===== src/design/imu_zero_velocity_detector_core_macros.svh =====
// assertion macros shared by the detector modules
`ifndef IMU_ZERO_VELOCITY_DETECTOR_CORE_MACROS_SVH
`define IMU_ZERO_VELOCITY_DETECTOR_CORE_MACROS_SVH

// same-cycle implication on clk, off while arst_n is low
`define IZVD_ASSERT_NOW(label, ante, cons) \
	label: assert property (@(posedge clk) disable iff (!arst_n) (ante) |-> (cons)) \
		else $error("izvd assertion failed");

// next-cycle implication on clk, off while arst_n is low
`define IZVD_ASSERT_NEXT(label, ante, cons) \
	label: assert property (@(posedge clk) disable iff (!arst_n) (ante) |=> (cons)) \
		else $error("izvd assertion failed");

`endif


===== src/design/izvd_pkg.sv =====
// shared types and constants of the zero-velocity detector
package izvd_pkg;

	localparam int SQ_WIDTH = 32;
	localparam logic [SQ_WIDTH-1:0] SQ_MAX = 32'hFFFF_FFFF;

	localparam int CFG_WIDTH = 32;
	localparam int CFG_INDEX_WIDTH = 3;
	localparam int REASON_WIDTH = 4;
	localparam int QUEUE_DEPTH = 4;

	localparam logic [CFG_WIDTH-1:0] GYRO_ENTER_RESET = 32'd0;
	localparam logic [CFG_WIDTH-1:0] ACCEL_ENTER_RESET = 32'd0;
	localparam logic [CFG_WIDTH-1:0] GYRO_EXIT_RESET = 32'd3221225472;
	localparam logic [CFG_WIDTH-1:0] ACCEL_EXIT_RESET = 32'd3221225472;
	localparam logic [CFG_WIDTH-1:0] MIN_STILL_RESET = 32'd200000;
	localparam logic [CFG_WIDTH-1:0] MIN_MOTION_RESET = 32'd20000;

	typedef enum logic [CFG_INDEX_WIDTH-1:0] {
		CFG_GYRO_ENTER = 3'd0,
		CFG_ACCEL_ENTER = 3'd1,
		CFG_GYRO_EXIT = 3'd2,
		CFG_ACCEL_EXIT = 3'd3,
		CFG_MIN_STILL = 3'd4,
		CFG_MIN_MOTION = 3'd5
	} cfg_index_t;

	typedef enum logic [REASON_WIDTH-1:0] {
		R_BAD_SAMPLE = 4'd0,
		R_MOVING = 4'd1,
		R_ENTER_STARTED = 4'd2,
		R_ASSERTED = 4'd3,
		R_ENTER_PENDING = 4'd4,
		R_HELD = 4'd5,
		R_EXIT_STARTED = 4'd6,
		R_CLEARED = 4'd7,
		R_EXIT_PENDING = 4'd8
	} reason_t;

	typedef struct packed {
		logic full;
		logic nonempty;
	} q_stat_t;

endpackage


===== src/design/izvd_queue.sv =====
// short fifo between the front end and the detector back end
`include "imu_zero_velocity_detector_core_macros.svh"

module izvd_queue #(
	parameter int WIDTH = 113,
	parameter int DEPTH = 4
) (
	input  logic               clk,
	input  logic               arst_n,
	input  logic               push,
	input  logic [WIDTH-1:0]   push_data,
	input  logic               pop,
	output logic [WIDTH-1:0]   pop_data,
	output izvd_pkg::q_stat_t  stat
);
	import izvd_pkg::*;

	localparam int IW = (DEPTH > 1) ? $clog2(DEPTH) : 1;
	localparam int CW = $clog2(DEPTH + 1);

	logic [WIDTH-1:0] entry_q [DEPTH];
	logic [IW-1:0]    wr_ptr_q;
	logic [IW-1:0]    rd_ptr_q;
	logic [CW-1:0]    count_q;
	logic             do_push;
	logic             do_pop;

	assign stat.full = (count_q == CW'(DEPTH));
	assign stat.nonempty = (count_q != '0);
	assign do_push = push && !stat.full;
	assign do_pop = pop && stat.nonempty;
	assign pop_data = entry_q[rd_ptr_q];

	always_ff @(posedge clk or negedge arst_n) begin
		if (!arst_n) begin
			wr_ptr_q <= '0;
			rd_ptr_q <= '0;
			count_q <= '0;
		end else begin
			if (do_push) begin
				wr_ptr_q <= (wr_ptr_q == IW'(DEPTH - 1)) ? '0 : wr_ptr_q + 1'b1;
			end
			if (do_pop) begin
				rd_ptr_q <= (rd_ptr_q == IW'(DEPTH - 1)) ? '0 : rd_ptr_q + 1'b1;
			end
			case ({do_push, do_pop})
				2'b10: count_q <= count_q + 1'b1;
				2'b01: count_q <= count_q - 1'b1;
				default: count_q <= count_q;
			endcase
		end
	end

	always_ff @(posedge clk) begin
		if (do_push) begin
			entry_q[wr_ptr_q] <= push_data;
		end
	end

	`IZVD_ASSERT_NOW(a_count_bound, 1'b1, count_q <= CW'(DEPTH))
	`IZVD_ASSERT_NEXT(a_count_up, do_push && !do_pop, count_q == $past(count_q) + 1'b1)
	`IZVD_ASSERT_NEXT(a_count_down, do_pop && !do_push, count_q == $past(count_q) - 1'b1)

endmodule


===== config.mk =====
export PLATFORM = sky130hd
export DESIGN_NAME = izvd_queue
export DESIGN_NICKNAME = d
export VERILOG_FILES = /design/src/design/izvd_pkg.sv /design/src/design/izvd_queue.sv
export VERILOG_INCLUDE_DIRS = /design/src /design/src/design
export SDC_FILE = /design/constraint.sdc
export NUM_CORES = 1
export LEC_CHECK = 0
export ABC_AREA = 1
export BUFFER_PORTS_ARGS = -buffer_cell sky130_fd_sc_hd__buf_2
export CELL_PAD_IN_SITES_DETAIL_PLACEMENT = 1
export CELL_PAD_IN_SITES_GLOBAL_PLACEMENT = 1
export CORE_ASPECT_RATIO = 1.4
export CORE_MARGIN = 4
export CORE_UTILIZATION = 47
export CTS_CLUSTER_DIAMETER = 150
export CTS_CLUSTER_SIZE = 10
export DETAILED_ROUTE_END_ITERATION = 8
export GPL_ROUTABILITY_DRIVEN = 0
export GPL_TIMING_DRIVEN = 0
export PLACE_DENSITY_LB_ADDON = 0.25
export SETUP_SLACK_MARGIN = 0.15
export SLEW_MARGIN = 20
export SYNTH_ARGS = -nofsm -noshare
export SYNTH_HDL_FRONTEND = slang
export SYNTH_SLANG_ARGS = --single-unit

===== constraint.sdc =====
create_clock -name clk -period 8.68 [get_ports clk]
set_clock_uncertainty 0.05 [all_clocks]
set_input_delay 1.736 -clock clk [delete_from_list [all_inputs] [get_ports clk]]
set_output_delay 1.736 -clock clk [all_outputs]
set_load 0.02 [all_outputs]

# After elaboration in Yosys (flattened, before gate mapping)
# Memory sizes are Yosys's and may differ from the RTL's.
# Cells that the tools add are included.
[word_totals] inputBits=117 latch_bits=0 rom_bits=0 ram_bits=452 ff_bits=7 n_memories=1
[classes] eq_ne=5 magnitude_cmp=0 shift=0 reduce_logical=5 div_mod_pow=0 addsub=4 n_mux=5 multipliers=0 bitwise=0
[memory_table] memory="entry_q" words=4 width=113 read_ports=1 rd_clocked_by_memory_dff=0 write_ports=1 line_no="izvd_queue.sv:21" rtl="logic [WIDTH-1:0] entry_q [DEPTH];"
[ops] operator="equality test 2 bit (second input constant)" n=3
[ops] operator="one-hot mux 3 bit (2 select lines)" n=1
[ops] operator="adder 2 x 1 -> 2 bit (second input constant)" n=2
[ops] operator="two-way mux 2 bit" n=2
[ops] operator="adder 3 x 1 -> 3 bit (second input constant)" n=1
[ops] operator="equality test 3 bit (second input constant)" n=1
[ops] operator="nonzero test 3 bit" n=1
[ops] operator="subtractor 3 x 1 -> 3 bit (second input constant)" n=1
[ops] operator="equality test 2 x 1 -> 1 bit (second input constant)" n=1
[ops] operator="logical AND 1 bit" n=2
[ops] operator="two-way mux 1 bit" n=2
[ops] operator="nonzero test 2 bit" n=1
[ops] operator="logical NOT 1 bit" n=1

# Depth between registers and ports, before layout
# Gate-level depths: netlist of run 1.
[depth] depth_word=5 ltp_mapped=12 depth_no_buf=12

# Worst setup path before layout of run 1
# Ideal clock, no wire load.
[synth_path] kind="in2reg" startpoint="input push" endpoint="memory entry_q[0][0], enable pin" arrival_time_ps=6585 path_stages=2 path_buffers=0 required_time_ps=8043 setup_slack_ps=1458 path_cell_list="nand2_1 nor2_1"
[synth_between] elab_chain_cells=3
[synth_rtl] element="start: declaration" line_no="izvd_queue.sv:10" rtl="input logic push,"
[synth_rtl] element="logical AND 1 bit" line_no="izvd_queue.sv:30" rtl="assign do_push = push && !stat.full;"
[synth_rtl] element="two-way mux 1 bit" line_no="izvd_queue.sv:55" rtl="if (do_push) begin"
[synth_rtl] element="two-way mux 1 bit (implied by the code)" line_no="izvd_queue.sv:56" rtl="entry_q[wr_ptr_q] <= push_data;"
[synth_rtl] element="end: declaration" line_no="izvd_queue.sv:21"
# Every way passes these cells.

# Worst setup path after layout of run 1
[layout_path] startpoint="register rd_ptr_q[0]" endpoint="output pop_data[46]"
[layout_between] elab_chain_cells=1
[layout_rtl] element="start: declaration" line_no="izvd_queue.sv:23" rtl="logic [IW-1:0] rd_ptr_q;"
[layout_rtl] element="start signal: assignment" line_no="izvd_queue.sv:44" rtl="rd_ptr_q <= (rd_ptr_q == IW'(DEPTH - 1)) ? '0 : rd_ptr_q + 1'b1;"
[layout_rtl] element="memory (4 x 113 bit)"
[layout_rtl] element="end: declaration" line_no="izvd_queue.sv:13" rtl="output logic [WIDTH-1:0] pop_data,"
# Every way passes these cells.

==> flow_summary.rst, run 1 <==
.. list-table::
   :header-rows: 1

   * - Metric
     - Value
   * - Initial core utilization
     - between 40 and 50%
   * - Hold Path Depth
     - 2
   * - Count of flip-flops with a built-in enable after synthesis
     - 452
   * - Tightest Hold Check Type
     - reg -> reg
   * - Capturing element type of the critical path
     - primary output
   * - Most common library cells after synthesis
     - edfxtp_1, nand2_1, inv_1
   * - Sequential fraction of the synthesis area
     - ~76%
   * - Post-detailed-placement half-perimeter wirelength
     - between 30000 and 40000 um
   * - Post-synthesis cell type count
     - 17
   * - Post-CTS repair timing setup buffer count
     - 0
   * - Worst EP arrival
     - ~2.5 ns
   * - Clk slew on worst S/H paths
     - approximately 0.06 ns
   * - Core Footprint
     - ~38000 sq um
   * - Flip-flop and latch count after synthesis
     - 459
   * - Vias per cell
     - around 5.3
   * - Capturing point of the worst reg2reg path
     - entry_q[2][56]$_DFFE_PP_
   * - XOR/XNOR Fraction of Synth Area
     - less than 1%
   * - Path depth of the worst reg2reg path
     - 8
   * - TritonCTS clock tree
     - done
   * - H-tree lvl count
     - 2
   * - Mean area per synthesized cell
     - approximately 13 sq um
   * - Cell with the largest stage delay on the worst path
     - dfrtp_1
   * - Data required time of the critical path
     - 6.89 ns
   * - Met1 track utilization from global routing
     - between 20% and 30%
   * - Compound-cell area share of the yosys netlist
     - 9.35%
   * - Highest achievable clock rate
     - between 200 and 250 MHz
   * - Worst path bufs/invs
     - 4
   * - Post-route insts no fill
     - roughly 2.2k
   * - Vias
     - around 12k
   * - Total wirelength of the detailed-routed design
     - 48600 um
   * - Share of cells above drive strength 1
     - between 20% and 30%
   * - Internal power component
     - 4920 uW
   * - Number of max-cap violations
     - 0
   * - Relative contribution of the clock network to total power
     - 23.1%
   * - Overflow left after global routing
     - 0
   * - Tightest slew margin relative to the limit
     - approximately half
   * - Critical path, cell by cell
     - buf_2, buf_4, buf_2, o211ai_1, nand2_1, buf_2
   * - Share of the synthesized area in the top cell type
     - about three quarters
   * - Port-buffer cells
     - ~230
   * - Buffer cell driving the clock tree root
     - clkbuf_16
   * - Main combinational cell family by area after synthesis
     - compound AO/OA/AOI/OAI gates
   * - Global Route met2 Usage
     - a little over two fifths
   * - First-iteration detailed-routing DRC count
     - around 650
   * - Most frequent cell after synthesis
     - edfxtp_1
   * - Maximum number of pins on one net before global-route repair
     - 24
   * - DIE HEIGHT
     - between 200 and 250 um
   * - Antenna violations before repair
     - 10
   * - Cell mode on critical path
     - buf_2
   * - Worst R2R Setup Slack
     - 5.84 ns
   * - Tightest Pin Transition
     - ~0.73 ns
   * - Start point of the worst hold path
     - count_q[2]$_DFFE_PN0P_
   * - Total instance count after detailed placement
     - between 2k and 2.5k
   * - Chip width
     - ~170 um
   * - Adder-cell area share of the yosys netlist
     - less than 1%
   * - Cts repair resizes
     - 0
   * - Multiplexer fraction of the synthesized cell area
     - 0%
   * - Highest fanout seen on the critical path
     - 10
   * - CTS Buf Count
     - 51
   * - Number of pins with negative max-slew slack in the final report
     - 0
   * - Global-route wire length before repair
     - 73600 um
   * - Post-CTS Hold Buffers
     - 0
   * - Simple logic cell fraction of the synthesized area
     - under 10%
   * - Buffer levels on the longest clock path
     - 3
   * - Kind of start point of the critical path
     - flop
   * - Endpoint, Worst Hold
     - count_q[2]$_DFFE_PN0P_
   * - Power density of the placed cells
     - ~370 nW/um^2
   * - Final nets
     - ~1.8k
   * - Synth top area cells
     - edfxtp_1, o211ai_1, nand2_1
   * - Num Clock Sinks
     - 459
   * - Switch Pwr
     - between 3000 and 4000 uW
   * - Via count of the first global-routing pass
     - 13.1k
   * - Endpoints failing hold
     - 0
   * - Leakage Power
     - slightly below 0.009 uW
   * - Gate count after technology mapping
     - 1378
   * - Setup repair after global routing missed its margin
     - no
   * - Relative area change from synthesis to final layout
     - 20.7%
   * - Total of warnings raised by yosys
     - 0
   * - Detailed-route wire length per cell
     - 21.9 um
   * - Remaining DRCs
     - 0
   * - Max VDD drop
     - 0.206 mV
   * - Proportion of total power due to net switching
     - between 30 and 40%
   * - Final clock period utilization by the worst path
     - about half
   * - Top Ports
     - 232
   * - Post-detailed-route count of antenna-violating nets
     - 0
   * - Setup Crit Path Kind
     - reg -> out
   * - Sequential Power Share
     - a little under two fifths
   * - GR Util met3
     - ~5%
   * - Nets in the synthesized netlist
     - 1502
   * - Floorplan die area
     - between 40000 and 50000 sq um
   * - Clock latency on the worst-skew pair
     - 0.56 ns
   * - Run status
     - finished, final reports clean
   * - Post-synth top flop
     - edfxtp_1
   * - Total global routing track utilization
     - roughly 23%
   * - Crit-path leading delay family
     - buffers and inverters
   * - Setup TNS
     - 0 ns
   * - Share of flip-flops with an asynchronous set or reset
     - about 1.5%
   * - Time the worst path needs with I/O delays and setup
     - around 4.3 ns
   * - Layer carrying the most global-route usage
     - met2
   * - Combinational share of power
     - slightly below 40%
   * - RR Startpoint
     - count_q[0]$_DFFE_PN0P_
   * - Total setup violations reported at the end of the flow
     - 0
   * - DR pass1 iterations
     - 5
   * - Mapped Area
     - 18200 sq um
   * - Dominant cell type by area after synthesis
     - edfxtp_1
   * - Floorplan row count
     - 85
   * - Largest stage delay on the critical path
     - 0.42 ns
kinds of logic (layout without fill, tap and decap cells):
| logic type | after synthesis | in the layout |
|---|---|---|
| and+or+nand+nor | 368 | 368 |
| DFF | 459 | 459 |
| adders and majority gates | 7 | 7 |
| xor gates and xnor gates | 1 | 1 |
| buffers and inverters | 316 | 633 |
| AOI/OAI and AO/OA | 227 | 227 |
| other | 0 | 4 |
worst reg2reg max path: stages, from the launching register on:
cell     delay, ns
dfrtp_1       0.38
inv_1         0.10
nand3_1       0.16
nand2_1       0.33
nor2_4        0.68
buf_16        0.26
buf_16        0.19
buf_16        0.18
buf_12        0.19
per-stage QoR:
step	setup WS (ns)	hold slack (ns)	total power [uW]	area, sq um	utilization, %
floorplan	1.46	0.396	4930	18200	-
global placement	-2.97	0.413	6110	20000	52.1
detailed placement	4.64	0.456	6240	20600	53.6
CTS	4.35	0.471	8130	22000	57.2
global route	4.28	0.495	8460	22000	57.2
finish	4.42	0.464	8030	22000	57.2
state kept, by name (all words and copies together) (netlist names):
name      count
rd_ptr_q      2
entry_q     452
wr_ptr_q      2
count_q       3
final cells by class:
type / instances / area, sq um
fillers: 3849 / 16400
well taps: 522 / 653
plain buffers: 75 / 354
diodes: 4 / 10.0
multi-input cells: 603 / 3230
flip-flops and latches: 459 / 13700
inverters: 241 / 905
clock buffers: 63 / 1360
repair buffers: 254 / 1710
placed cells by master, fill, tap and decap left out:
| master | n |
|---|---|
| clkbuf_16 | 53 |
| inv_1 | 240 |
| buf_1 | 6 |
| o211ai_1 | 226 |
| inv_2 | 1 |
| buf_12 | 11 |
| buf_4 | 6 |
| nand3_1 | 7 |
| nor2_4 | 4 |
| nand2_1 | 354 |
| buf_2 | 271 |
| nor2_1 | 2 |
| fa_1 | 1 |
| edfxtp_1 | 452 |
| buf_16 | 12 |
| xnor2_1 | 1 |
| dfrtp_1 | 7 |
| clkbuf_1 | 33 |
| ha_1 | 6 |
| nand4_1 | 1 |
| o21ai_0 | 1 |
| diode_2 | 4 |
worst max-delay path by stage:
stage	cells past startpoint	endpoint	start	slack [ns]
floorplan	2	entry_q[0][0]$_DFFE_PP_	push	1.46
global placement	3	entry_q[1][65]$_DFFE_PP_	push	-2.97
detailed placement	7	entry_q[2][59]$_DFFE_PP_	push	4.64
CTS	6	pop_data[46]	rd_ptr_q[0]$_DFFE_PN0P_	4.35
global route	6	pop_data[27]	rd_ptr_q[0]$_DFFE_PN0P_	4.28
finish	6	pop_data[46]	rd_ptr_q[0]$_DFFE_PN0P_	4.42
power groups by stage:
stage	logic (uW)	clock network (uW)	registers [uW]
finish	3160	1860	3010
global route	3420	2000	3040
CTS	3220	1890	3020
detailed placement	3180	0	3060
global placement	2920	0	3190
floorplan	1830	0	3100
metal layers:
metal  up-vias  routed length [um]
met4        12                1860
met3       130                2710
met2       339               26700
li1       5399                   -
met1      5912               17300
met5         -                  74
Note: power is estimated with default switching activity, not from simulation.
==> inputs of run 2 (changes only) <==
==> constraint.sdc (replaced) <==
create_clock -name clk -period 4.2 [get_ports clk]
set_clock_uncertainty 0.05 [all_clocks]
set_input_delay 0.84 -clock clk [delete_from_list [all_inputs] [get_ports clk]]
set_output_delay 0.84 -clock clk [all_outputs]
set_load 0.02 [all_outputs]
==> run 2 against run 1 <==
Against the previous run: hold slack got worse by 0.40 ns; sequential power is 110% higher; first-iteration DRC count shrank 0.62%; largest cell class unchanged.
==> flow_summary.rst, run 2 (synthesis gave the netlist of run 1 again) <==
.. list-table::
   :header-rows: 1

   * - Metric
     - Value
   * - Most frequent cells in the layout
     - edfxtp_1, nand2_1, buf_2, inv_1, o211ai_1
   * - Highest achievable clock rate
     - about 300 MHz
   * - Share of cells above drive strength 1
     - 21.2% (+0.047 points)
   * - Highest fanout seen on the critical path
     - 10 (unchanged)
   * - Leading cell type in the layout, fill and taps excluded
     - edfxtp_1
   * - Post-route insts no fill
     - 2232 (+0.50%)
   * - Sequential Power Share
     - 37.7% (+0.2 points)
   * - Remaining DRCs
     - 0 (unchanged)
   * - Overflow left after global routing
     - 0 (unchanged)
   * - Num Clock Sinks
     - 459 (unchanged)
   * - Relative contribution of the clock network to total power
     - 23.0% (about the same)
   * - Critical path, cell by cell
     - buf_2, buf_4, buf_2, o211ai_1, nand2_1, buf_2
   * - Area of all placed cells without fillers
     - 22000 sq um (about the same)
   * - Vias per cell
     - 5.28 (-0.54%)
   * - Total instance count after detailed placement
     - 2154 (unchanged)
   * - Setup Crit Path Kind
     - reg -> out
   * - Via count of the first global-routing pass
     - 13.1k (-0.21%)
   * - Top Ports
     - 232 (unchanged)
   * - Post-CTS Hold Buffers
     - 0 (unchanged)
   * - Tightest Pin Transition
     - 0.695 ns (-0.0360 ns)
   * - Time the worst path needs with I/O delays and setup
     - 3.30 ns
   * - CTS Buf Count
     - 51 (unchanged)
   * - Start point of the critical path
     - rd_ptr_q[0]$_DFFE_PN0P_
   * - Max VDD drop
     - 0.467 mV (+130%)
   * - Vias
     - 11.8k (-0.051%)
   * - Combinational share of power
     - 39.3% (about the same)
   * - Maximum number of pins on one net before global-route repair
     - 23 (-4.2%)
   * - Post-detailed-route count of antenna-violating nets
     - 0 (unchanged)
   * - Power density of the placed cells
     - 751 nW/um^2 (+110%)
   * - First-iteration detailed-routing DRC count
     - 641 (-0.62%)
   * - Switch Pwr
     - 6390 uW (+110%)
   * - Total global routing track utilization
     - 22.7% (-0.26 points)
   * - Floorplan die area
     - 42000 sq um (unchanged)
   * - Endpoints failing hold
     - 0 (unchanged)
   * - Largest stage delay on the critical path
     - 0.39 ns (-0.03 ns)
   * - WHS
     - 0.0616 ns (-0.402 ns)
   * - Buffer cell driving the clock tree root
     - clkbuf_16
   * - Relative area change from synthesis to final layout
     - 20.7% (about the same)
   * - Worst EP arrival
     - 2.41 ns (-0.06 ns)
   * - RR Startpoint
     - count_q[1]$_DFFE_PN0P_
   * - Cell mode on critical path
     - buf_2
   * - Final Power
     - 16500 uW (+110%)
   * - Final nets
     - 1809 (unchanged)
   * - Leakage Power
     - 0.00873 uW (-0.13%)
   * - Tightest slew margin relative to the limit
     - 53.6% (+2.4 points)
   * - Proportion of total power due to net switching
     - 38.7% (+0.064 points)
   * - Cell with the largest stage delay on the worst path
     - dfrtp_1
   * - Number of max-cap violations
     - 0 (unchanged)
   * - Top flop regs
     - entry_q (452), count_q (3)
   * - Capturing point of the worst reg2reg path
     - entry_q[0][56]$_DFFE_PP_
   * - Detailed-route wire length per cell
     - 21.6 um (-1.3%)
   * - Capture point of the worst path
     - pop_data[9]
   * - Global-route wire length before repair
     - 73400 um (-0.30%)
   * - DIE HEIGHT
     - 241 um (unchanged)
   * - Post-detailed-placement half-perimeter wirelength
     - 32100 um (-3.3%)
   * - Final standard cell utilization of the core
     - 57.2% (about the same)
   * - Total wirelength of the detailed-routed design
     - 48200 um (-0.81%)
   * - Internal power component
     - 10100 uW (+110%)
   * - Clock latency on the worst-skew pair
     - 0.56 ns (about the same)
   * - DR pass1 iterations
     - 5 (unchanged)
   * - Core Footprint
     - 38400 sq um (unchanged)
   * - TritonCTS clock tree
     - done
   * - Run status
     - finished, final reports clean
   * - Tightest Hold Check Type
     - in -> async
   * - Capturing element type of the critical path
     - primary output
   * - Path depth of the worst reg2reg path
     - 8 (unchanged)
   * - Post-CTS repair timing setup buffer count
     - 0 (unchanged)
   * - Floorplan row count
     - 85 (unchanged)
   * - Clk slew on worst S/H paths
     - 0.06 ns (about the same)
   * - H-tree lvl count
     - 2 (unchanged)
   * - Port-buffer cells
     - 231 (unchanged)
   * - Worst R2R Setup Slack
     - 1.40 ns (-4.44 ns)
   * - Setup repair after global routing missed its margin
     - no
   * - Area post-placement
     - 20600 sq um (unchanged)
   * - Initial core utilization
     - 47.4% (unchanged)
   * - Register with the highest flop count
     - entry_q
   * - Kind of start point of the critical path
     - flop
   * - Final clock period utilization by the worst path
     - between 70% and 80%
   * - Number of flip-flops in the largest register
     - 452 (unchanged)
   * - Chip width
     - 174 um (unchanged)
   * - Number of pins with negative max-slew slack in the final report
     - 0 (unchanged)
   * - Cts repair resizes
     - 0 (unchanged)
   * - Antenna violations before repair
     - 21 (+11)
   * - Total setup violations reported at the end of the flow
     - 0 (unchanged)
   * - Data required time of the critical path
     - 3.31 ns (-3.58 ns)
   * - Buffer levels on the longest clock path
     - 3 (unchanged)
run 2: cell count changes in the layout (fill, tap and decap cells not counted), sizes merged:
cell    before  now
clkbuf      86   84
diode        4   14
inv        241  244
run 2: per-stage QoR:
stage,setup slack [ns],setup TNS [ns]
after floorplan,-0.264,-119.12
after global placement,-3.07,-1339.38
after detailed placement,1.11,0
after CTS,0.836,0
after global routing,0.709,0
final,0.896,0
run 2: layer usage:
layer,vias to the layer above,wire [um],track usage [%]
met5,-,86,0
met4,14,1730,9.77
met3,102,2470,5.06
met2,309,25600,41.1
met1,5942,18300,26.0
li1,5419,-,-
run 2: power groups by stage:
stage	Sequential, uW	Combinational, uW	Clock (uW)
after detailed placement	6310	6570	0
after CTS	6220	6610	3880
after floorplan	6330	3790	0
final	6220	6480	3790
after global routing	6280	7070	4080
after global placement	6450	6080	0
run 2: layout make-up:
type / instances / area [sq um]
diodes: 14 / 35.0
plain buffers: 75 / 354
clock buffers: 61 / 1310
clock inverters: 3 / 26.3
fillers: 3872 / 16400
inverters: 241 / 905
multi-input cells: 603 / 3230
flip-flops and latches: 459 / 13700
well taps: 522 / 653
repair buffers: 254 / 1710
run 2: worst min path at each step:
stage | to | slack [ns] | cells after the start
after floorplan | count_q[0]$_DFFE_PN0P_ | 0.40 | 1
after global placement | count_q[0]$_DFFE_PN0P_ | 0.41 | 1
after detailed placement | count_q[0]$_DFFE_PN0P_ | 0.43 | 1
after CTS | count_q[1]$_DFFE_PN0P_ | 0.04 | 1
after global routing | count_q[1]$_DFFE_PN0P_ | 0.05 | 1
final | count_q[1]$_DFFE_PN0P_ | 0.06 | 1
run 2: worst max-delay path: cells and delay by family (launching register included):
kind | cells | cell delay (ns)
simple gates | 1 | 0.15
buf+inv | 4 | 1.16
flops | 1 | 0.39
compound gates | 1 | 0.14
==> inputs of run 3 (changes only) <==
==> constraint.sdc (replaced) <==
create_clock -name clk -period 3.2 [get_ports clk]
set_clock_uncertainty 0.05 [all_clocks]
set_input_delay 0.64 -clock clk [delete_from_list [all_inputs] [get_ports clk]]
set_output_delay 0.64 -clock clk [all_outputs]
set_load 0.02 [all_outputs]
==> run 3 against run 2 <==
Against the previous run: total power is 32% higher; clock-buffer cell count stayed put; critical path depth stayed put; die area stayed put; routed wire length hardly changed; critical path type unchanged; register-to-register slack worse by 0.99 ns; first-iteration DRC count is 7.3% higher; via count is 0.11% higher; sequential share of layout area is 0.17 points lower; clock power is 31% higher; global-route usage hardly changed; sequential power is 31% higher.
==> flow_summary.rst, run 3 (synthesis gave the netlist of run 1 again) <==
.. list-table::
   :header-rows: 1

   * - Metric
     - Value
   * - Crit-path leading delay family
     - buffers and inverters
   * - Cell with the largest stage delay on the worst path
     - dfrtp_1
   * - Kind of start point of the critical path
     - flop
   * - Overflow left after global routing
     - 0 (unchanged)
   * - DR pass1 iterations
     - 5 (unchanged)
   * - Final clock period utilization by the worst path
     - between 90% and 100%
   * - Via count of the first global-routing pass
     - 13.1k (-0.023%)
   * - Number of max-cap violations
     - 0 (unchanged)
   * - Number of pins with negative max-slew slack in the final report
     - 0 (unchanged)
   * - Vias
     - 11.8k (+0.11%)
   * - Start point of the critical path
     - rd_ptr_q[0]$_DFFE_PN0P_
   * - First-iteration detailed-routing DRC count
     - 688 (+7.3%)
   * - Buffer cell driving the clock tree root
     - clkbuf_16
   * - Post-route insts no fill
     - 2233 (+0.045%)
   * - Sequential Power Share
     - 37.6% (about the same)
   * - Register with the highest flop count
     - entry_q
   * - Critical path, cell by cell
     - buf_2, buf_2, nand2_1, o211ai_1, nand2_1, buf_2
   * - Capturing element type of the critical path
     - primary output
   * - Highest achievable clock rate
     - approximately 340 MHz
   * - Buffer levels on the longest clock path
     - 3 (unchanged)
   * - Chip width
     - 174 um (unchanged)
   * - Port-buffer cells
     - 231 (unchanged)
   * - Leakage Power
     - 0.00881 uW (+0.92%)
   * - Combinational share of power
     - 39.5% (+0.2 points)
   * - Cell mode on critical path
     - buf_2
   * - TritonCTS clock tree
     - done
   * - Core Footprint
     - 38400 sq um (unchanged)
   * - Post-detailed-route count of antenna-violating nets
     - 0 (unchanged)
   * - Path depth of the worst reg2reg path
     - 8 (unchanged)
   * - RR Startpoint
     - count_q[1]$_DFFE_PN0P_
   * - Endpoint, Worst Hold
     - entry_q[0][35]$_DFFE_PP_
   * - Total wirelength of the detailed-routed design
     - 48100 um (about the same)
   * - Relative contribution of the clock network to total power
     - 22.9% (about the same)
   * - Post-CTS repair timing setup buffer count
     - 0 (unchanged)
   * - Most frequent cells in the layout
     - edfxtp_1, nand2_1, buf_2, inv_1, o211ai_1
   * - Share of cells above drive strength 1
     - 22.5% (+1.3 points)
   * - Final standard cell utilization of the core
     - 57.4% (+0.16 points)
   * - Worst path bufs/invs
     - 3 (-1)
   * - Worst-case setup slack after placement
     - 0.306 ns (-0.800 ns)
   * - Power density of the placed cells
     - 985 nW/um^2 (+31%)
   * - Area post-placement
     - 20600 sq um (unchanged)
   * - Vias per cell
     - 5.28 (about the same)
   * - Top Ports
     - 232 (unchanged)
   * - Highest fanout seen on the critical path
     - 10 (unchanged)
   * - Area of all placed cells without fillers
     - 22000 sq um (+0.27%)
   * - Worst EP arrival
     - 2.23 ns (-0.18 ns)
   * - Tightest slew margin relative to the limit
     - 53.7% (+0.15 points)
   * - Clock latency on the worst-skew pair
     - 0.56 ns (about the same)
   * - Capturing point of the worst reg2reg path
     - entry_q[0][56]$_DFFE_PP_
   * - Total setup violations reported at the end of the flow
     - 0 (unchanged)
   * - Filler cell count in the final layout
     - 3854 (-0.46%)
   * - Run status
     - finished, final reports clean
   * - Detailed-route wire length per cell
     - 21.6 um (about the same)
   * - Tightest Pin Transition
     - 0.693 ns (-0.00230 ns)
   * - Initial core utilization
     - 47.4% (unchanged)
   * - Internal power component
     - 13300 uW (+32%)
   * - Relative area change from synthesis to final layout
     - 21.0%
   * - DIE HEIGHT
     - 241 um (unchanged)
   * - Post-detailed-placement half-perimeter wirelength
     - 32100 um (unchanged)
   * - Floorplan die area
     - 42000 sq um (unchanged)
   * - Top flop regs
     - entry_q (452), count_q (3)
   * - Setup Crit Path Kind
     - reg -> out
   * - Total instance count after detailed placement
     - 2154 (unchanged)
   * - CTS Buf Count
     - 51 (unchanged)
   * - Antenna violations before repair
     - 21 (unchanged)
   * - Floorplan row count
     - 85 (unchanged)
   * - Number of flip-flops in the largest register
     - 452 (unchanged)
   * - Total global routing track utilization
     - 22.7% (about the same)
   * - WHS
     - 0.242 ns (+0.180 ns)
   * - Largest stage delay on the critical path
     - 0.40 ns (about the same)
   * - Num Clock Sinks
     - 459 (unchanged)
   * - Global-route wire length before repair
     - 73400 um (about the same)
   * - Tightest Hold Check Type
     - in -> reg
   * - Data required time of the critical path
     - 2.51 ns (-0.80 ns)
   * - Hold Path Depth
     - 1
   * - H-tree lvl count
     - 2 (unchanged)
   * - Least setup slack across all paths after layout
     - 0.281 ns (-0.615 ns)
   * - Worst R2R Setup Slack
     - 0.41 ns (-0.99 ns)
   * - Setup repair after global routing missed its margin
     - yes
   * - Remaining DRCs
     - 0 (unchanged)
   * - Final nets
     - 1810 (+0.055%)
   * - Proportion of total power due to net switching
     - 38.6% (-0.14 points)
   * - Clk slew on worst S/H paths
     - 0.06 ns (about the same)
   * - Max VDD drop
     - 0.607 mV (+30%)
   * - Time the worst path needs with I/O delays and setup
     - ~2.9 ns
   * - Maximum number of pins on one net before global-route repair
     - 23 (unchanged)
   * - Start point of the worst hold path
     - push_data[35]
   * - Leading cell type in the layout, fill and taps excluded
     - edfxtp_1
   * - Endpoints failing hold
     - 0 (unchanged)
   * - Switch Pwr
     - 8370 uW (+31%)
-- run 3: cell type report --
class | instances | area [sq um] | area share, %
clock inverters | 3 | 26.3 | 0.119
flip-flops and latches | 459 | 13700 | 62.4
multi-input cells | 603 | 3230 | 14.7
clock buffers | 61 | 1310 | 5.96
inverters | 241 | 905 | 4.11
repair buffers | 255 | 1720 | 7.79
plain buffers | 75 | 404 | 1.83
diodes | 14 | 35.0 | 0.159
well taps | 522 | 653 | 2.96
-- run 3: how the worst max path moves through the flow --
stage / slack [ns] / cells after the start / to
final: 0.28 / 6 / pop_data[110]
after global routing: 0.14 / 7 / pop_data[64]
after CTS: 0.14 / 6 / pop_data[40]
after detailed placement: 0.31 / 7 / entry_q[0][57]$_DFFE_PP_
after global placement: -3.87 / 3 / entry_q[1][57]$_DFFE_PP_
after floorplan: -1.06 / 2 / entry_q[0][0]$_DFFE_PP_
-- run 3: metrics by stage --
step	TNS, ns	power [uW]
finish	0	21700
global placement	-1700.98	16400
CTS	0	22000
global route	0	23000
detailed placement	0	16900
floorplan	-480.72	13300
-- run 3: power groups by stage --
stage                     sequential, uW  combinational, uW  clock [uW]
after floorplan                     8310               4970           0
after global placement              8460               7980           0
after detailed placement            8280               8630           0
after CTS                           8170               8710        5090
after global routing                8240               9360        5360
final                               8160               8580        4970
-- run 3: timing repair --
item,in CTS,in global routing
setup endpoints to repair,76,89
resized for setup,13,26
hold buffers,1,0
hold endpoints to repair,7,0
-- run 3: routing by layer --
metal / up-vias / part of all wire, % / GRT usage [%]
met5: - / 0.18 / 0
met4: 14 / 3.6 / 9.72
met3: 100 / 5.5 / 5.06
met2: 332 / 53 / 41.1
met1: 5926 / 38 / 26.0
li1: 5427 / - / -
-- run 3: worst register-to-register path, stage by stage, from the launching register on --
cell and delay, ns:
dfrtp_1 0.38, inv_1 0.10, nand3_1 0.17, nand2_1 0.33, nor2_4 0.60, buf_12 0.27
buf_16 0.18, buf_16 0.19, buf_16 0.20
